File: src/rtl/core/tlef_pkg.sv
`default_nettype none

package tlef_pkg;

  // Line number field: minimum printed width, and digits of the counter
  // saturation value (999999)
  localparam int NUMBER_DIGITS = 6;
  localparam int COUNT_DIGITS  = 6;
  localparam int FIELD_MAX     = (NUMBER_DIGITS > COUNT_DIGITS) ? NUMBER_DIGITS : COUNT_DIGITS;
  localparam int COL_W         = $clog2(FIELD_MAX);
  localparam int DIG_IDX_W     = $clog2(COUNT_DIGITS);
  localparam int NSIG_W        = $clog2(COUNT_DIGITS + 1);

  // Body of a run: escaped character or line end, at most four bytes
  localparam int BODY_MAX   = 4;
  localparam int BODY_IDX_W = $clog2(BODY_MAX);
  localparam int BODY_CNT_W = $clog2(BODY_MAX + 1);

  localparam int QUEUE_DEPTH = 2;

  // Configuration register indexes
  localparam int CFG_INDEX_W = 3;
  localparam logic [CFG_INDEX_W-1:0] CFG_NUMBER_NONBLANK = CFG_INDEX_W'(0);
  localparam logic [CFG_INDEX_W-1:0] CFG_MARK_LINE_ENDS  = CFG_INDEX_W'(1);
  localparam logic [CFG_INDEX_W-1:0] CFG_NUMBER_EVERY    = CFG_INDEX_W'(2);
  localparam logic [CFG_INDEX_W-1:0] CFG_SQUEEZE_BLANK   = CFG_INDEX_W'(3);
  localparam logic [CFG_INDEX_W-1:0] CFG_SHOW_TAB_CARET  = CFG_INDEX_W'(4);
  localparam logic [CFG_INDEX_W-1:0] CFG_SHOW_NONPRINT   = CFG_INDEX_W'(5);

  // Characters
  localparam logic [7:0] CH_TAB    = 8'h09;
  localparam logic [7:0] CH_NL     = 8'h0A;
  localparam logic [7:0] CH_SPACE  = 8'h20;
  localparam logic [7:0] CH_DOLLAR = 8'h24;
  localparam logic [7:0] CH_DASH   = 8'h2D;
  localparam logic [7:0] CH_QMARK  = 8'h3F;
  localparam logic [7:0] CH_I      = 8'h49;
  localparam logic [7:0] CH_M      = 8'h4D;
  localparam logic [7:0] CH_CARET  = 8'h5E;
  localparam logic [7:0] CH_DEL    = 8'h7F;
  localparam logic [7:0] CH_CTRL_MAX = 8'd31;
  localparam logic [7:0] CH_META_LO  = 8'd128;
  localparam logic [7:0] CH_META_HI  = 8'd159;
  localparam logic [7:0] CARET_OFFSET = 8'd64;
  localparam logic [3:0] CH_DIGIT_HI = 4'h3;

  // Line counters are kept in BCD, least significant digit first
  typedef logic [COUNT_DIGITS-1:0][3:0] bcd_t;
  localparam bcd_t BCD_ONE   = bcd_t'(1);
  localparam bcd_t BCD_LIMIT = {COUNT_DIGITS{4'd9}};

  typedef struct packed {
    logic number_nonblank_lines;
    logic mark_line_ends;
    logic number_every_line;
    logic squeeze_blank_lines;
    logic show_tab_caret;
    logic show_nonprinting;
  } cfg_t;

  // One queued run: optional line number field, then the body bytes
  typedef struct packed {
    logic                              has_num;
    logic [COL_W-1:0]                  start_col;
    logic [NSIG_W-1:0]                 nsig;
    bcd_t                              digits;
    logic [BODY_MAX-1:0][7:0]          body;
    logic [BODY_IDX_W-1:0]             body_last;
  } run_t;

  typedef struct packed {
    logic full;
    logic empty;
  } queue_status_t;

  typedef enum logic [1:0] {
    BK_FIRST,
    BK_NUM,
    BK_TAB,
    BK_BODY
  } back_state_t;

endpackage

`default_nettype wire

File: src/rtl/core/tlef_front.sv
`default_nettype none

module tlef_front (
  input  wire                    clk,
  input  wire                    rst,
  input  tlef_pkg::cfg_t         cfg,
  input  wire                    in_valid,
  output logic                   in_stall,
  input  wire  [7:0]             in_byte,
  input  wire                    first_of_file,
  input  tlef_pkg::queue_status_t q_status,
  output logic                   push,
  output tlef_pkg::run_t         run
);

  // Saturating BCD increment
  function automatic tlef_pkg::bcd_t bcd_inc(tlef_pkg::bcd_t v);
    tlef_pkg::bcd_t r;
    logic carry;
    r = v;
    carry = 1'b1;
    if (v != tlef_pkg::BCD_LIMIT) begin
      for (int i = 0; i < tlef_pkg::COUNT_DIGITS; i++) begin
        if (carry) begin
          if (v[i] == 4'd9) begin
            r[i] = 4'd0;
          end else begin
            r[i] = v[i] + 4'd1;
            carry = 1'b0;
          end
        end
      end
    end
    return r;
  endfunction

  // Number of significant digits, at least one
  function automatic logic [tlef_pkg::NSIG_W-1:0] bcd_sig(tlef_pkg::bcd_t v);
    logic [tlef_pkg::NSIG_W-1:0] n;
    n = tlef_pkg::NSIG_W'(1);
    for (int i = 1; i < tlef_pkg::COUNT_DIGITS; i++) begin
      if (v[i] != 4'd0) n = tlef_pkg::NSIG_W'(i + 1);
    end
    return n;
  endfunction

  tlef_pkg::bcd_t all_cnt;
  tlef_pkg::bcd_t nb_cnt;
  logic           line_has_text;
  logic           blank_done;
  logic           at_line_start;

  tlef_pkg::bcd_t all_cnt_next;
  tlef_pkg::bcd_t nb_cnt_next;
  logic           line_has_text_next;
  logic           blank_done_next;
  logic           at_line_start_next;

  tlef_pkg::bcd_t s_all;
  tlef_pkg::bcd_t s_nb;
  logic           s_text;
  logic           s_blank;
  logic           s_start;

  logic                              accept;
  logic                              is_nl;
  logic                              not_repeat;
  logic                              use_all;
  logic                              use_nb;
  tlef_pkg::bcd_t                    num_val;
  logic [tlef_pkg::NSIG_W-1:0]       nsig;
  logic [tlef_pkg::BODY_MAX-1:0][7:0] body;
  logic [tlef_pkg::BODY_CNT_W-1:0]   cnt;

  assign in_stall = q_status.full;
  assign accept   = in_valid && !q_status.full;
  assign is_nl    = (in_byte == tlef_pkg::CH_NL);

  // Line state as seen by this byte; a new file starts from reset values
  always_comb begin
    s_all   = first_of_file ? tlef_pkg::BCD_ONE : all_cnt;
    s_nb    = first_of_file ? tlef_pkg::BCD_ONE : nb_cnt;
    s_text  = first_of_file ? 1'b0 : line_has_text;
    s_blank = first_of_file ? 1'b0 : blank_done;
    s_start = first_of_file ? 1'b1 : at_line_start;
  end

  // Classify the byte: number field, body bytes, next line state
  always_comb begin
    body               = '0;
    cnt                = '0;
    not_repeat         = !cfg.squeeze_blank_lines || !s_blank;
    use_all            = 1'b0;
    use_nb             = 1'b0;
    line_has_text_next = s_text;
    blank_done_next    = s_blank;
    at_line_start_next = s_start;

    if (is_nl) begin
      use_all = cfg.number_every_line && !cfg.number_nonblank_lines && s_start && not_repeat;
      if (cfg.mark_line_ends && not_repeat) begin
        if (cfg.number_nonblank_lines && !s_text) begin
          body[cnt[tlef_pkg::BODY_IDX_W-1:0]] = tlef_pkg::CH_TAB;
          cnt = cnt + 1'b1;
        end
        body[cnt[tlef_pkg::BODY_IDX_W-1:0]] = tlef_pkg::CH_DOLLAR;
        cnt = cnt + 1'b1;
      end
      if (cfg.squeeze_blank_lines && !s_text) begin
        if (!s_blank) begin
          body[cnt[tlef_pkg::BODY_IDX_W-1:0]] = tlef_pkg::CH_NL;
          cnt = cnt + 1'b1;
          blank_done_next = 1'b1;
        end
      end else begin
        body[cnt[tlef_pkg::BODY_IDX_W-1:0]] = tlef_pkg::CH_NL;
        cnt = cnt + 1'b1;
        blank_done_next = 1'b0;
      end
      line_has_text_next = 1'b0;
      at_line_start_next = 1'b1;
    end else begin
      use_all = cfg.number_every_line && s_start && !cfg.number_nonblank_lines;
      if (use_all) at_line_start_next = 1'b0;
      use_nb = cfg.number_nonblank_lines && !s_text;
      // escaping
      if (cfg.show_tab_caret && in_byte == tlef_pkg::CH_TAB) begin
        body[0] = tlef_pkg::CH_CARET;
        body[1] = tlef_pkg::CH_I;
        cnt     = tlef_pkg::BODY_CNT_W'(2);
      end else if (cfg.show_nonprinting) begin
        if (in_byte >= tlef_pkg::CH_META_LO && in_byte <= tlef_pkg::CH_META_HI) begin
          body[0] = tlef_pkg::CH_M;
          body[1] = tlef_pkg::CH_DASH;
          body[2] = tlef_pkg::CH_CARET;
          body[3] = in_byte - tlef_pkg::CARET_OFFSET;
          cnt     = tlef_pkg::BODY_CNT_W'(4);
        end else if (in_byte <= tlef_pkg::CH_CTRL_MAX && in_byte != tlef_pkg::CH_TAB) begin
          body[0] = tlef_pkg::CH_CARET;
          body[1] = in_byte + tlef_pkg::CARET_OFFSET;
          cnt     = tlef_pkg::BODY_CNT_W'(2);
        end else if (in_byte == tlef_pkg::CH_DEL) begin
          body[0] = tlef_pkg::CH_CARET;
          body[1] = tlef_pkg::CH_QMARK;
          cnt     = tlef_pkg::BODY_CNT_W'(2);
        end else begin
          body[0] = in_byte;
          cnt     = tlef_pkg::BODY_CNT_W'(1);
        end
      end else begin
        body[0] = in_byte;
        cnt     = tlef_pkg::BODY_CNT_W'(1);
      end
      line_has_text_next = 1'b1;
      blank_done_next    = 1'b0;
    end
  end

  // Counters and the number field
  always_comb begin
    all_cnt_next = use_all ? bcd_inc(s_all) : s_all;
    nb_cnt_next  = use_nb ? bcd_inc(s_nb) : s_nb;
    num_val      = use_all ? s_all : s_nb;
    nsig         = bcd_sig(num_val);
  end

  // Run descriptor to the queue
  always_comb begin
    push          = accept && (cnt != '0);
    run.has_num   = use_all || use_nb;
    run.nsig      = nsig;
    run.digits    = num_val;
    run.body      = body;
    run.body_last = tlef_pkg::BODY_IDX_W'(cnt - 1'b1);
    if (int'(nsig) > tlef_pkg::NUMBER_DIGITS) begin
      run.start_col = tlef_pkg::COL_W'(nsig - 1'b1);
    end else begin
      run.start_col = tlef_pkg::COL_W'(tlef_pkg::NUMBER_DIGITS - 1);
    end
  end

  always_ff @(posedge clk) begin
    if (rst) begin
      all_cnt       <= tlef_pkg::BCD_ONE;
      nb_cnt        <= tlef_pkg::BCD_ONE;
      line_has_text <= 1'b0;
      blank_done    <= 1'b0;
      at_line_start <= 1'b1;
    end else if (accept) begin
      all_cnt       <= all_cnt_next;
      nb_cnt        <= nb_cnt_next;
      line_has_text <= line_has_text_next;
      blank_done    <= blank_done_next;
      at_line_start <= at_line_start_next;
    end
  end

endmodule

`default_nettype wire

File: src/rtl/core/tlef_queue.sv
`default_nettype none

module tlef_queue #(
  parameter int DEPTH = tlef_pkg::QUEUE_DEPTH
) (
  input  wire                     clk,
  input  wire                     rst,
  input  wire                     push,
  input  tlef_pkg::run_t          push_data,
  input  wire                     pop,
  output tlef_pkg::run_t          head,
  output tlef_pkg::queue_status_t status
);

  localparam int PTR_W = (DEPTH > 1) ? $clog2(DEPTH) : 1;
  localparam int CNT_W = $clog2(DEPTH + 1);

  tlef_pkg::run_t    entries [DEPTH];
  logic [PTR_W-1:0]  wr_ptr;
  logic [PTR_W-1:0]  rd_ptr;
  logic [CNT_W-1:0]  count;

  assign head         = entries[rd_ptr];
  assign status.full  = (count == CNT_W'(DEPTH));
  assign status.empty = (count == '0);

  // Storage, no reset on payload
  always_ff @(posedge clk) begin
    if (push) begin
      entries[wr_ptr] <= push_data;
    end
  end

  // Pointers and fill count
  always_ff @(posedge clk) begin
    if (rst) begin
      wr_ptr <= '0;
      rd_ptr <= '0;
      count  <= '0;
    end else begin
      if (push) begin
        wr_ptr <= (wr_ptr == PTR_W'(DEPTH - 1)) ? '0 : wr_ptr + 1'b1;
      end
      if (pop) begin
        rd_ptr <= (rd_ptr == PTR_W'(DEPTH - 1)) ? '0 : rd_ptr + 1'b1;
      end
      if (push && !pop) begin
        count <= count + 1'b1;
      end else if (pop && !push) begin
        count <= count - 1'b1;
      end
    end
  end

endmodule

`default_nettype wire

File: src/rtl/core/tlef_back.sv
`default_nettype none

module tlef_back (
  input  wire                     clk,
  input  wire                     rst,
  input  tlef_pkg::run_t          head,
  input  tlef_pkg::queue_status_t q_status,
  output logic                    pop,
  output logic                    out_valid,
  input  wire                     out_stall,
  output logic [7:0]              out_byte,
  output logic                    last_of_run
);

  tlef_pkg::back_state_t             state;
  tlef_pkg::back_state_t             state_next;
  logic [tlef_pkg::COL_W-1:0]        col;
  logic [tlef_pkg::COL_W-1:0]        col_next;
  logic [tlef_pkg::BODY_IDX_W-1:0]   idx;
  logic [tlef_pkg::BODY_IDX_W-1:0]   idx_next;

  tlef_pkg::back_state_t             phase;
  logic [tlef_pkg::COL_W-1:0]        cur_col;
  logic [tlef_pkg::BODY_IDX_W-1:0]   cur_idx;
  logic                              adv;
  logic [7:0]                        emit_byte;
  logic                              emit_last;

  // Emit a byte whenever the queue holds a run and the output register is free or being taken
  assign adv = !q_status.empty && (!out_valid || !out_stall);

  // At the start of a run, position comes from the queue head
  always_comb begin
    phase   = state;
    cur_col = col;
    cur_idx = idx;
    if (state == tlef_pkg::BK_FIRST) begin
      phase   = head.has_num ? tlef_pkg::BK_NUM : tlef_pkg::BK_BODY;
      cur_col = head.start_col;
      cur_idx = '0;
    end
  end

  // Next state
  always_comb begin
    state_next = state;
    col_next   = col;
    idx_next   = idx;
    if (adv) begin
      case (phase)
        tlef_pkg::BK_NUM: begin
          if (cur_col == '0) begin
            state_next = tlef_pkg::BK_TAB;
          end else begin
            state_next = tlef_pkg::BK_NUM;
            col_next   = cur_col - 1'b1;
          end
        end
        tlef_pkg::BK_TAB: begin
          state_next = tlef_pkg::BK_BODY;
          idx_next   = '0;
        end
        tlef_pkg::BK_BODY: begin
          if (cur_idx == head.body_last) begin
            state_next = tlef_pkg::BK_FIRST;
          end else begin
            state_next = tlef_pkg::BK_BODY;
            idx_next   = cur_idx + 1'b1;
          end
        end
        default: state_next = tlef_pkg::BK_FIRST;
      endcase
    end
  end

  // Byte for the current position
  always_comb begin
    emit_byte = tlef_pkg::CH_SPACE;
    emit_last = 1'b0;
    case (phase)
      tlef_pkg::BK_NUM: begin
        // leading columns are space padding
        if (cur_col < tlef_pkg::COL_W'(head.nsig)) begin
          emit_byte = {tlef_pkg::CH_DIGIT_HI,
                       head.digits[cur_col[tlef_pkg::DIG_IDX_W-1:0]]};
        end
      end
      tlef_pkg::BK_TAB: emit_byte = tlef_pkg::CH_TAB;
      tlef_pkg::BK_BODY: begin
        emit_byte = head.body[cur_idx];
        emit_last = (cur_idx == head.body_last);
      end
      default: emit_byte = tlef_pkg::CH_SPACE;
    endcase
    pop = adv && (phase == tlef_pkg::BK_BODY) && emit_last;
  end

  always_ff @(posedge clk) begin
    if (rst) begin
      state     <= tlef_pkg::BK_FIRST;
      col       <= '0;
      idx       <= '0;
      out_valid <= 1'b0;
    end else begin
      state <= state_next;
      col   <= col_next;
      idx   <= idx_next;
      if (adv) begin
        out_valid <= 1'b1;
      end else if (!out_stall) begin
        out_valid <= 1'b0;
      end
    end
  end

  // Output register payload
  always_ff @(posedge clk) begin
    if (adv) begin
      out_byte    <= emit_byte;
      last_of_run <= emit_last;
    end
  end

endmodule

`default_nettype wire

File: src/rtl/core/text_line_number_escape_filter_core.sv
// Text filter that numbers lines, squeezes blank lines, marks line ends and
// escapes tabs, control and high bytes; one text byte in, a run of bytes out,
// the final byte of each run flagged by last_of_run. The front accepts one
// input byte per cycle while the two-entry run queue has room; the back
// emits one output byte per cycle while out_stall is low, so an input byte
// that expands to N output bytes occupies the back until all N are out (a
// numbered line adds the field width plus one byte for the tab) and the front
// stalls once the queue fills behind it. A squeezed blank line produces no
// output and pushes no run. The first output byte of a run passes through
// the run queue and then the output register. Configuration is taken on
// cfg_valid at any time (cfg_ready is always high) but must only change while
// the filter is drained; only bit 0 of the data is used and indexes past the
// last register are ignored.
`default_nettype none

module text_line_number_escape_filter_core #(
  parameter int QUEUE_DEPTH = tlef_pkg::QUEUE_DEPTH
) (
  input  wire                               clk,
  input  wire                               rst,

  input  wire                               cfg_valid,
  output logic                              cfg_ready,
  input  wire  [tlef_pkg::CFG_INDEX_W-1:0]  cfg_index,
  input  wire                               cfg_data,

  input  wire                               in_valid,
  output logic                              in_stall,
  input  wire  [7:0]                        in_byte,
  input  wire                               first_of_file,

  output logic                              out_valid,
  input  wire                               out_stall,
  output logic [7:0]                        out_byte,
  output logic                              last_of_run
);

  tlef_pkg::cfg_t          cfg;
  tlef_pkg::queue_status_t q_status;
  tlef_pkg::run_t          push_run;
  tlef_pkg::run_t          head_run;
  logic                    push;
  logic                    pop;

  assign cfg_ready = 1'b1;

  // Configuration registers
  always_ff @(posedge clk) begin
    if (rst) begin
      cfg <= '0;
    end else if (cfg_valid && cfg_ready) begin
      case (cfg_index)
        tlef_pkg::CFG_NUMBER_NONBLANK: cfg.number_nonblank_lines <= cfg_data;
        tlef_pkg::CFG_MARK_LINE_ENDS:  cfg.mark_line_ends        <= cfg_data;
        tlef_pkg::CFG_NUMBER_EVERY:    cfg.number_every_line     <= cfg_data;
        tlef_pkg::CFG_SQUEEZE_BLANK:   cfg.squeeze_blank_lines   <= cfg_data;
        tlef_pkg::CFG_SHOW_TAB_CARET:  cfg.show_tab_caret        <= cfg_data;
        tlef_pkg::CFG_SHOW_NONPRINT:   cfg.show_nonprinting      <= cfg_data;
        default: ;
      endcase
    end
  end

  tlef_front u_front (
    .clk           (clk),
    .rst           (rst),
    .cfg           (cfg),
    .in_valid      (in_valid),
    .in_stall      (in_stall),
    .in_byte       (in_byte),
    .first_of_file (first_of_file),
    .q_status      (q_status),
    .push          (push),
    .run           (push_run)
  );

  tlef_queue #(
    .DEPTH (QUEUE_DEPTH)
  ) u_queue (
    .clk       (clk),
    .rst       (rst),
    .push      (push),
    .push_data (push_run),
    .pop       (pop),
    .head      (head_run),
    .status    (q_status)
  );

  tlef_back u_back (
    .clk         (clk),
    .rst         (rst),
    .head        (head_run),
    .q_status    (q_status),
    .pop         (pop),
    .out_valid   (out_valid),
    .out_stall   (out_stall),
    .out_byte    (out_byte),
    .last_of_run (last_of_run)
  );

  // The back only retires a run that is in the queue
  assert property (@(posedge clk) disable iff (rst) pop |-> !q_status.empty)
    else $error("run retired from empty queue");

  // Retiring a run loads its final byte into the output register
  assert property (@(posedge clk) disable iff (rst) pop |=> (out_valid && last_of_run))
    else $error("run retired without final byte");

  // Any byte other than a newline always produces output
  assert property (@(posedge clk) disable iff (rst)
      (in_valid && !in_stall && in_byte != tlef_pkg::CH_NL) |-> push)
    else $error("non-newline byte produced no run");

endmodule

`default_nettype wire

File: config.mk
export PLATFORM = sky130hd
export DESIGN_NAME = text_line_number_escape_filter_core
export DESIGN_NICKNAME = d
export VERILOG_FILES = /design/src/rtl/core/tlef_pkg.sv /design/src/rtl/core/tlef_front.sv /design/src/rtl/core/tlef_queue.sv /design/src/rtl/core/tlef_back.sv /design/src/rtl/core/text_line_number_escape_filter_core.sv
export SDC_FILE = /design/constraint.sdc
export NUM_CORES = 1
export LEC_CHECK = 0
export ABC_AREA = 1
export BUFFER_PORTS_ARGS = -buffer_cell sky130_fd_sc_hd__buf_2
export CORE_MARGIN = 3
export CORE_UTILIZATION = 58
export DETAILED_ROUTE_END_ITERATION = 16
export PLACE_DENSITY = 0.74
export SLEW_MARGIN = 20
export SYNTH_ARGS = -nofsm -noshare
export SYNTH_HDL_FRONTEND = slang
export SYNTH_SLANG_ARGS = --single-unit
File: constraint.sdc
create_clock -name clk -period 7.7 [get_ports clk]
set_clock_uncertainty 0.05 [all_clocks]
set_input_delay 1.155 -clock clk [delete_from_list [all_inputs] [get_ports clk]]
set_output_delay 1.155 -clock clk [all_outputs]
set_load 0.005 [all_outputs]
==> summary.md, run 1 <==
| Metric | Value |
|---|---|
| Status | completed |
| Root Buffer | clkbuf_16 |
| Commonest non-fill, non-tap cell in the layout | nand2_1 |
| Hold crit path type | reg2reg |
| Leak pwr | 4.799 nW |
| # setup viols final | 0 |
| Die ar. | roughly 0.021 sq mm |
| First-pass GRT wire length | 43.10 mm |
| Cts hold-fix bufs | 0 |
| Vias in the first global route | 8594 |
| TritonCTS clock tree | built |
| Gate power share | around 28% |
| Most frequent CP cell | nand2_1 |
| Detailed placement HPWL | 17.48 mm |
| Crit path max-delay cell type | nor2_4 |
| Crit-path cells | buf_2, inv_8, nand2_4, nor2_4, inv_1, nand2_1, nor2_1, ha_1, o21ai_0, nand2_1, o21ai_0, ha_1, nand2_2, nand2_1, nor2_4, buf_4 |
| Clock-pin slew on the worst setup and hold paths | 0.08 ns |
| CTS Buffer Depth | 2 |
| Commonest non-fill, non-tap cells in the layout | nand2_1 (371), nor2_1 (165), inv_1 (139) |
| Largest net degree at the start of global routing | 60 |
| Post-synth cell types | 54 |
| Initial Utilization | between 60% and 70% |
| Diode count | 0 |
| # DRC | 0 |
| Die height | between 100 and 150 microns |
| Post-Place Cell Area | between 0.01 and 0.015 sq mm |
| Fin. max-slew vios | 0 |
| Maximum clock rate | 212.8 MHz |
| Top FF cell, synth | edfxtp_1 |
| Setup TNS | 0 ns |
| Global-route usage over all layers | 26.18% |
| Synth area leader | edfxtp_1 |
| Non-Filler Instances | 1670 |
| Syn avg cell area | slightly below 8 sq um |
| Post-synth ARST share | 0% |
| Area grow syn2layout | 7.897% |
| Die X | 144.1 microns |
| Synth top area cells | edfxtp_1 (34%), dfxtp_1 (13%), nand2_1 (13%), nor2_1 (5.6%), o21ai_0 (4.8%) |
| Total grt overflow | 0 |
| Period utilization | 61.02% |
| Final antenna-violating net count | 0 |
| Minimum clock period | 4.698 ns |
| Post-Syn Area | about 0.011 sq mm |
| Core Rows | ~50 |
| Core area | approximately 0.018 sq mm |
| # clock sinks | 197 |
| Placed insts | 1638 |
| RSZ-0062 raised after global routing | false |
| Final core occ | 65.09% |
| Worst path arrival time | 4.75 ns |
| 1st-pass router iterations | 7 |
| Max-slew headroom at the worst pin | 31.01% |
| Port Buf Inserts | 28 |
| Reg power frac | 42.7% |
| Share of cells above drive strength 1 | a little over a tenth |
| CP Data Required Time | about 7.8 ns |
| Post-CTS sizing | 0 |
| Register bit total from synthesis | around 200 |
| Initial detailed-routing violation count | 780 |
| GP Congestion | 0.8857 |
| Max-cap viol count | 0 |
| Pint | 2.039 mW |
| Final hold vios | 0 |
| Synth top area share | 34.49% |
| Vias | about 9300 |
| I/O pins | 30 |
| Initial antenna violation count | 0 |
| Clock power frac | between 20 and 30% |
| Power Density | roughly 270 mW/mm^2 |
| Net Sw Frac | between 30% and 40% |
| Vias per cell | 5.568 |
| Crit. End Element | flip-flop |
| Max incr delay on CP | 0.76 ns |
| Worst Path Max Fanout | 43 |
| Worst Path Class, Setup | in2reg |
| Design Area, Final | 0.01193 sq mm |
| Worst-margin pin slew | 1.035 ns |
| Wire per inst | 15.60 microns |
| Worst-skew pair later-pin latency | 0.45 ns |
| Psw | between 1 and 1.5 mW |
| Worst vdd ir | 0.1584 mV |
| Final net count | approximately 1500 |
| Yosys warns | 0 |
| Final WL | 26.05 mm |
| Cts bufs inserted | 17 |
| Seq/Total Area, Yosys | a little under half |
| Crit path launch type | primary input |
| Post-synth EDFFs | 127 |
| H-tree depth | 4 |
| Post-Synthesis Cells | 1422 |
| Post-CTS Setup Inserts | 0 |
## cells by family after synthesis
| group | count (synthesis) | share of synthesized area, % |
|---|---|---|
| multiplexers | 5 | 0.4526 |
| adder cells (fa/ha/maj) | 13 | 1.471 |
| AO/OA/AOI/OAI | 276 | 13.14 |
| flip-flops | 197 | 47.16 |
| XOR/XNOR | 10 | 0.7920 |
| AND/OR/NAND/NOR | 711 | 28.90 |
| buffers and inverters | 209 | 8.056 |
| other | 1 | 0.03391 |
## flip-flops by register name, summed over array words and instances (netlist names), 2 cells and up, named ones only
register,count
u_back.col,3
u_queue.count,2
u_front.nb_cnt,24
u_back.idx,2
u_back.out_byte,8
u_back.state,2
u_queue.entries,118
cfg,6
u_front.all_cnt,24
## power groups by stage
stage                     Sequential [mW]  Combinational (mW)  Clock [mW]
after floorplan                      1.39               0.623           0
after global placement               1.39               0.872           0
after detailed placement             1.39               0.882           0
after CTS                            1.37               0.891       0.957
after global routing                 1.39                1.01       0.999
final                                1.37               0.891       0.948
## critical path: cells and delay by family
family,cells,cell delay (ns)
compound gates,2,0.22
fa+ha+maj,2,0.42
buf+inv,4,1.47
simple gates,8,1.44
## Yosys cell counts, types with 10 or more instances
cell type,number
nand2_1,371
nor2_1,166
inv_1,140
edfxtp_1,127
o21ai_0,106
a21oi_1,98
nand3_1,85
dfxtp_1,70
o21ai_1,44
nor2_2,21
buf_2,20
clkbuf_1,18
inv_2,14
ha_1,13
nand2_2,13
nand4_1,11
nor2_4,10
## metrics by stage
step | hold WS [ns] | setup WS, ns | total power, mW
floorplan | 0.3903 | 1.816 | 2.016
global placement | 0.4022 | 2.568 | 2.260
detailed placement | 0.4064 | 2.531 | 2.275
CTS | 0.4186 | 2.971 | 3.217
global route | 0.4396 | 2.548 | 3.392
finish | 0.4197 | 3.002 | 3.210
## area by class of cell
type	count	area (sq um)
Clock buffer	17	425.4
Tap cell	229	286.5
Fill cell	1568	6400
Timing Repair Buffer	35	192.7
Inverter	157	599.3
Sequential cell	197	5216
Multi-Input combinational cell	1020	4986
Clock inverter	15	225.2
## routing by layer
layer / wire length, microns / track usage [%] / vias to the layer above
met3: 1285 / 3.737 / 32
met5: 0 / 0 / -
met2: 11990 / 41.96 / 272
met1: 12310 / 37.49 / 4273
li1: - / - / 4721
met4: 469 / 7.284 / 0
## path summary, 6_finish.rpt
path,startpoint,to,slack [ns],cells past startpoint
min reg2reg,u_front.nb_cnt[2],u_front.nb_cnt[2],0.42,2
max,first_of_file,u_queue.entries[0][29],3.00,16
min,u_front.nb_cnt[2],u_front.nb_cnt[2],0.42,2
max reg2reg,flip-flop,u_back.col[0],3.98,11
No activity file was read; power rests on OpenSTA's default activity.
==> run 2: changes to the inputs <==
--- a/config.mk
+++ b/config.mk
@@ -5,12 +5,12 @@
 export SDC_FILE = /design/constraint.sdc
 export NUM_CORES = 1
 export LEC_CHECK = 0
-export ABC_AREA = 1
+export ABC_AREA = 0
 export BUFFER_PORTS_ARGS = -buffer_cell sky130_fd_sc_hd__buf_2
 export CORE_MARGIN = 3
-export CORE_UTILIZATION = 58
+export CORE_UTILIZATION = 57
 export DETAILED_ROUTE_END_ITERATION = 16
-export PLACE_DENSITY = 0.74
+export PLACE_DENSITY = 0.76
 export SLEW_MARGIN = 20
 export SYNTH_ARGS = -nofsm -noshare
 export SYNTH_HDL_FRONTEND = slang
==> constraint.sdc (replaced) <==
create_clock -name clk -period 4.3 [get_ports clk]
set_clock_uncertainty 0.05 [all_clocks]
set_input_delay 0.645 -clock clk [delete_from_list [all_inputs] [get_ports clk]]
set_output_delay 0.645 -clock clk [all_outputs]
set_load 0.005 [all_outputs]
==> run 2 against run 1 <==
  * Hold slack improved by 0.0016 ns
  * Non-clock buffer count increased by 12
  * Synthesized cell count decreased by 28%
  * Sequential cell count is the same
  * Global-route usage grew 1.1 points
  * Cell area shrank 4.0%
  * Worst setup slack lost 2.2 ns
  * Die area down 2.3%
  * Critical endpoint is now u_queue.entries[1][62]
  * Clock power grew 58%
  * Synthesized area shrank 4.1%
  * Core utilization decreased by 1.9 points
  * Highest routed layer unchanged
  * Critical path type unchanged
==> summary.md, run 2 <==
| Metric | Value |
|---|---|
| Wire per inst | between 20 and 25 microns |
| Cts bufs inserted | 17 |
| CP Data Required Time | about 4.4 ns |
| Synth top area cells | edfxtp_1 (36%), dfxtp_1 (13%), nand2_1 (4.1%), a21oi_1 (3.3%), mux4_2 (3.0%) |
| Port Buf Inserts | 28 |
| R2R Path Start | u_back.state[0] |
| Final WS setup | 0.7823 ns |
| Yosys warns | 0 |
| Critical path depth | 12 |
| Max reg flops | 118 |
| Initial Utilization | 58.45% |
| Post-CTS Setup Inserts | 0 |
| # clock sinks | 197 |
| Placed insts | approximately 1200 |
| Hold Worst Slack | 0.4213 ns |
| Most numerous cell in the Yosys netlist | edfxtp_1 |
| Vias per cell | just under 7 |
| Worst Path Class, Setup | in2reg |
| Period utilization | 81.81% |
| Max-slew headroom at the worst pin | a little under two fifths |
| Commonest non-fill, non-tap cells in the layout | edfxtp_1 (127), nand2_1 (117), a21oi_1 (71) |
| Leak pwr | just under 4 nW |
| Worst Setup SP | in_byte[6] |
| Clock-pin slew on the worst setup and hold paths | about 0.070 ns |
| Synth top area share | between 30% and 40% |
| Final WL | approximately 27 mm |
| Fin. max-slew vios | 0 |
| Total grt overflow | 0 |
| Post-Syn Area | approximately 0.011 sq mm |
| Die X | 142.4 microns |
| Hold crit path type | in2reg |
| H-tree depth | 4 |
| Commonest non-fill, non-tap cell in the layout | edfxtp_1 |
| Non-Filler Instances | 1264 |
| Post-synth EDFFs | 127 |
| Vias in the first global route | around 7700 |
| Die height | 142.4 microns |
| # DRC | 0 |
| Post-Synthesis Cells | 1020 |
| Reg2reg end | u_back.out_byte[1] |
| Die ar. | 0.02028 sq mm |
| Root Buffer | clkbuf_16 |
| 1st-pass router iterations | 6 |
| Crit path launch type | primary input |
| Area grow syn2layout | 8.032% |
| Detailed placement HPWL | 19.22 mm |
| Buf/Inv on CP | 3 |
| Worst-margin pin slew | 0.9225 ns |
| Vias | 8581 |
| Seq/Total Area, Yosys | 49.16% |
| TritonCTS clock tree | built |
| Max-cap viol count | 0 |
| Register bit total from synthesis | 197 |
| RSZ-0062 raised after global routing | false |
| Initial antenna violation count | 0 |
| Global-route usage over all layers | 27.29% |
| Share of cells above drive strength 1 | between 10% and 20% |
| Crit. End Element | flip-flop |
| Synth area leader | edfxtp_1 |
| Final net count | 1053 |
| Status | completed |
| Post-synth cell types | 95 |
| Core area | 0.01815 sq mm |
| Post-synth ARST share | 0% |
| Power Density | between 400 and 500 mW/mm^2 |
| Worst path arrival time | 3.60 ns |
| Pre-CTS setup slack | 0.3767 ns |
| Cts hold-fix bufs | 0 |
| Max incr delay on CP | around 0.45 ns |
| R2R cell count | 8 |
| Commonest cells post-synth | edfxtp_1 (127), nand2_1 (117), a21oi_1 (71), dfxtp_1 (70), nor2_1 (60) |
| Top Registers | u_queue.entries (118), u_front.all_cnt (24), u_front.nb_cnt (24) |
| Crit path max-delay cell type | and2_2 |
| GP Congestion | roughly 0.89 |
| CTS Buffer Depth | 2 |
| Diode count | 0 |
| Crit-path cells | buf_2, inv_1, ha_1, nand4b_1, nor2_1, a211o_1, a21oi_1, o31a_1, ha_1, o32ai_2, and2_2, buf_12 |
| Core Rows | 49 |
| I/O pins | 30 |
| Worst vdd ir | 0.2945 mV |
| Final hold vios | 0 |
| Crit path max-delay family | compound AO/OA/AOI/OAI gates |
| Syn avg cell area | 10.40 sq um |
| Maximum clock rate | 284.3 MHz |
| Largest net degree at the start of global routing | 65 |
| Worst Path Max Fanout | 31 |
| First-pass GRT wire length | 43.32 mm |
| Final antenna-violating net count | 0 |
| Top FF cell, synth | edfxtp_1 |
| Post-CTS sizing | 0 |
| Setup TNS | 0 ns |
| R2r setup slk | 0.84 ns |
| # setup viols final | 0 |
| Minimum clock period | 3.518 ns |
| Critical Path End | u_queue.entries[1][62] |
| Final core occ | a little over three fifths |
| Worst-skew pair later-pin latency | 0.44 ns |
| Most frequent CP cell | ha_1 |
| Initial detailed-routing violation count | 937 |
| Top reg by flops | u_queue.entries |
[run 2: report_power, final]
group          internal [mW]  switching, mW  total [mW]
Combinational          0.518          0.823        1.34
Sequential              2.35          0.133        2.48
Clock                  0.760          0.742        1.50
[run 2: worst min-delay path, stage by stage]
cell and delay (ns):
buf_2 0.09, nand2_1 0.07, a21oi_1 0.05
[run 2: metal layers]
metal / vias up / part of all wire (%) / track usage (%)
li1: 3917 / - / -
met1: 4142 / 43 / 40.16
met2: 452 / 45 / 40.42
met3: 70 / 9.0 / 6.485
met4: 0 / 2.9 / 8.304
met5: - / 0 / 0
[run 2: cell families after synthesis]
kind of cell	share of synthesized area, %
AND/OR/NAND/NOR	19.56
AO/OA/AOI/OAI	17.65
flip-flops	49.16
buffers and inverters	4.352
multiplexers	7.136
adder cells (fa/ha/maj)	1.533
XOR/XNOR	0.5780
other	0.03535
[run 2: stage by stage]
step	cell area (sq um)	power, mW
floorplan	10630	3.432
global placement	10910	3.815
detailed placement	10910	3.852
CTS	11460	5.340
global route	11460	5.578
finish	11460	5.323
[run 2: worst min path at each step]
stage | start | endpoint | slack [ns] | cells after the start
after floorplan | u_front.at_line_start | u_front.at_line_start | 0.40 | 2
after global placement | u_back.out_valid | u_back.out_valid | 0.42 | 2
after detailed placement | u_back.out_valid | u_back.out_valid | 0.42 | 2
after CTS | out_stall | u_back.out_valid | 0.41 | 3
after global routing | out_stall | u_back.out_valid | 0.43 | 3
final | out_stall | u_back.out_valid | 0.42 | 3
[run 2: area by class of cell]
| class | instances | area, sq um |
|---|---|---|
| Fill cell | 1457 | 6688 |
| Sequential cell | 197 | 5215 |
| Multi-Input combinational cell | 722 | 4951 |
| Clock buffer | 19 | 432.9 |
| Timing Repair Buffer | 47 | 320.3 |
| Tap cell | 229 | 286.5 |
| Inverter | 37 | 138.9 |
| Clock inverter | 13 | 115.1 |
==> run 3: changes to the inputs <==
--- a/config.mk
+++ b/config.mk
@@ -8,9 +8,9 @@
 export ABC_AREA = 0
 export BUFFER_PORTS_ARGS = -buffer_cell sky130_fd_sc_hd__buf_2
 export CORE_MARGIN = 3
-export CORE_UTILIZATION = 57
+export CORE_UTILIZATION = 58
 export DETAILED_ROUTE_END_ITERATION = 16
-export PLACE_DENSITY = 0.76
+export PLACE_DENSITY = 0.74
 export SLEW_MARGIN = 20
 export SYNTH_ARGS = -nofsm -noshare
 export SYNTH_HDL_FRONTEND = slang
==> constraint.sdc (replaced) <==
create_clock -name clk -period 3.3 [get_ports clk]
set_clock_uncertainty 0.05 [all_clocks]
set_input_delay 0.495 -clock clk [delete_from_list [all_inputs] [get_ports clk]]
set_output_delay 0.495 -clock clk [all_outputs]
set_load 0.005 [all_outputs]
==> run 3 against run 2 <==
  * Sequential share of layout area decreased by 1.7 points
  * Core utilization increased by 4.4 points
  * Via count increased by 0.71%
  * Clock power increased by 43%
  * Sequential power increased by 29%
  * Register-to-register slack got worse by 0.50 ns
  * Die area decreased by 1.7%
  * Global-route usage increased by 1.5 points
==> summary.md, run 3 (same netlist as run 2, synthesis figures left out) <==
| Metric | Value |
|---|---|
| TritonCTS clock tree | built |
| Top Registers | u_queue.entries (118), u_front.all_cnt (24), u_front.nb_cnt (24) |
| Commonest non-fill, non-tap cells in the layout | edfxtp_1 (127), nand2_1 (117), a21oi_1 (71) |
| Die X | about 140 microns |
| Vias per cell | about 6.6 |
| CTS Buffer Depth | 2 |
| Post-CTS sizing | 0 |
| Max reg flops | between 100 and 150 |
| Total grt overflow | 0 |
| Core area | 0.01760 sq mm |
| Vias in the first global route | roughly 8100 |
| Status | completed |
| Net Sw Frac | roughly 33% |
| Worst Path Max Fanout | 12 |
| Pint | 4.896 mW |
| Leak pwr | 4.244 nW |
| Gate power share | 26.6% |
| Worst vdd ir | between 0.6 and 0.7 mV |
| CP Data Required Time | 3.57 ns |
| Psw | ~2.4 mW |
| Area taken by multi-input logic gates | 0.004951 sq mm |
| Crit path launch type | flip-flop |
| Hold crit path type | in2reg |
| Final WL | around 28 mm |
| Area grow syn2layout | 12.13% |
| Reg power frac | between 40% and 50% |
| GP Congestion | 0.9104 |
| I/O pins | 30 |
| Power Density | 612.5 mW/mm^2 |
| Final hold vios | 0 |
| Diode count | 0 |
| # clock sinks | ~200 |
| Die ar. | 0.01995 sq mm |
| Clock-pin slew on the worst setup and hold paths | approximately 0.080 ns |
| Maximum clock rate | 338.1 MHz |
| Vias | 8642 |
| Port Buf Inserts | 28 |
| Detailed placement HPWL | 19.84 mm |
| Worst Path Class, Setup | reg2reg |
| Fillcell total | around 1300 |
| # setup viols final | 0 |
| Hold Worst Slack | 0.2743 ns |
| Clock power frac | 29.4% |
| Die height | 141.2 microns |
| First-pass GRT wire length | 44.64 mm |
| Global-route usage over all layers | between 20% and 30% |
| Cts bufs inserted | 17 |
| Crit. End Element | flip-flop |
| Commonest non-fill, non-tap cell in the layout | edfxtp_1 |
| Worst path arrival time | about 3.2 ns |
| Register area | between 0.005 and 0.006 sq mm |
| Share of cells above drive strength 1 | between 15 and 20% |
| Root Buffer | clkbuf_16 |
| Worst-skew pair later-pin latency | 0.44 ns |
| Top reg by flops | u_queue.entries |
| # DRC | 0 |
| Minimum clock period | 2.957 ns |
| 1st-pass router iterations | 5 |
| Placed insts | 1276 |
| Largest net degree at the start of global routing | 48 |
| RSZ-0062 raised after global routing | false |
| Final antenna-violating net count | 0 |
| Initial detailed-routing violation count | 1182 |
| Initial antenna violation count | 0 |
| Core Rows | 48 |
| Max-cap viol count | 0 |
| Post-CTS Setup Inserts | 0 |
| Final net count | 1101 |
| Max-slew headroom at the worst pin | 44.45% |
| Fin. max-slew vios | 0 |
| Worst-margin pin slew | 0.8287 ns |
| Non-Filler Instances | between 1000 and 1500 |
| H-tree depth | 4 |
| Period utilization | 89.62% |
| Initial Utilization | 60.28% |
| Wire per inst | around 21 microns |
| Cts hold-fix bufs | 0 |
## run 3: per-stage QoR
stage	utilization (%)	worst slack [ns]	area, sq um	TNS, ns	total power, mW
final	67.59	0.3426	11890	0	7.285
after global routing	67.59	0.1637	11890	0	7.620
after CTS	67.59	0.3805	11890	0	7.312
after detailed placement	64.10	-0.02347	11280	-0.02347	5.183
after global placement	64.10	0.04029	11280	0	5.118
after floorplan	-	-0.2615	10630	-30.86	4.472
## run 3: final cells by class
type / count / area share [%]
repair buffers: 95 / 5.828
inverters: 37 / 1.168
clock buffers: 17 / 3.577
flip-flops and latches: 197 / 43.85
multi-input cells: 722 / 41.63
well taps: 225 / 2.367
clock inverters: 15 / 1.588
## run 3: power groups by stage
stage               sequential [mW]  clock [mW]  combinational, mW
detailed placement             3.26           0               1.92
finish                         3.21        2.14               1.94
floorplan                      3.21           0               1.26
global placement               3.24           0               1.88
global route                   3.24        2.26               2.11
CTS                            3.21        2.17               1.93
## run 3: worst paths after layout
path	from	end	cells after the start	slack [ns]
hold / removal	out_stall	u_back.out_valid	3	0.27
setup / recovery	u_back.state[1]	u_back.out_byte[1]	9	0.34
setup reg to reg	u_back.state[1]	u_back.out_byte[1]	9	0.34
hold reg to reg	u_back.out_valid	u_back.out_valid	2	0.43
## run 3: per-layer routing
metal / up-vias / track usage, % / part of all wire [%]
met5: - / 0 / 0
met3: 62 / 4.986 / 9.0
met4: 0 / 9.485 / 2.9
met1: 4126 / 42.62 / 44
li1: 4015 / - / -
met2: 439 / 43.27 / 45
## run 3: worst max-delay path, stage by stage (launching register included)
cell      delay, ns
dfxtp_1        0.42
o21ai_0        0.61
o21a_1         0.24
inv_1          0.06
ha_1           0.18
a211oi_1       0.20
o21ai_0        0.19
a21oi_1        0.44
a32o_1         0.32
a211o_1        0.13
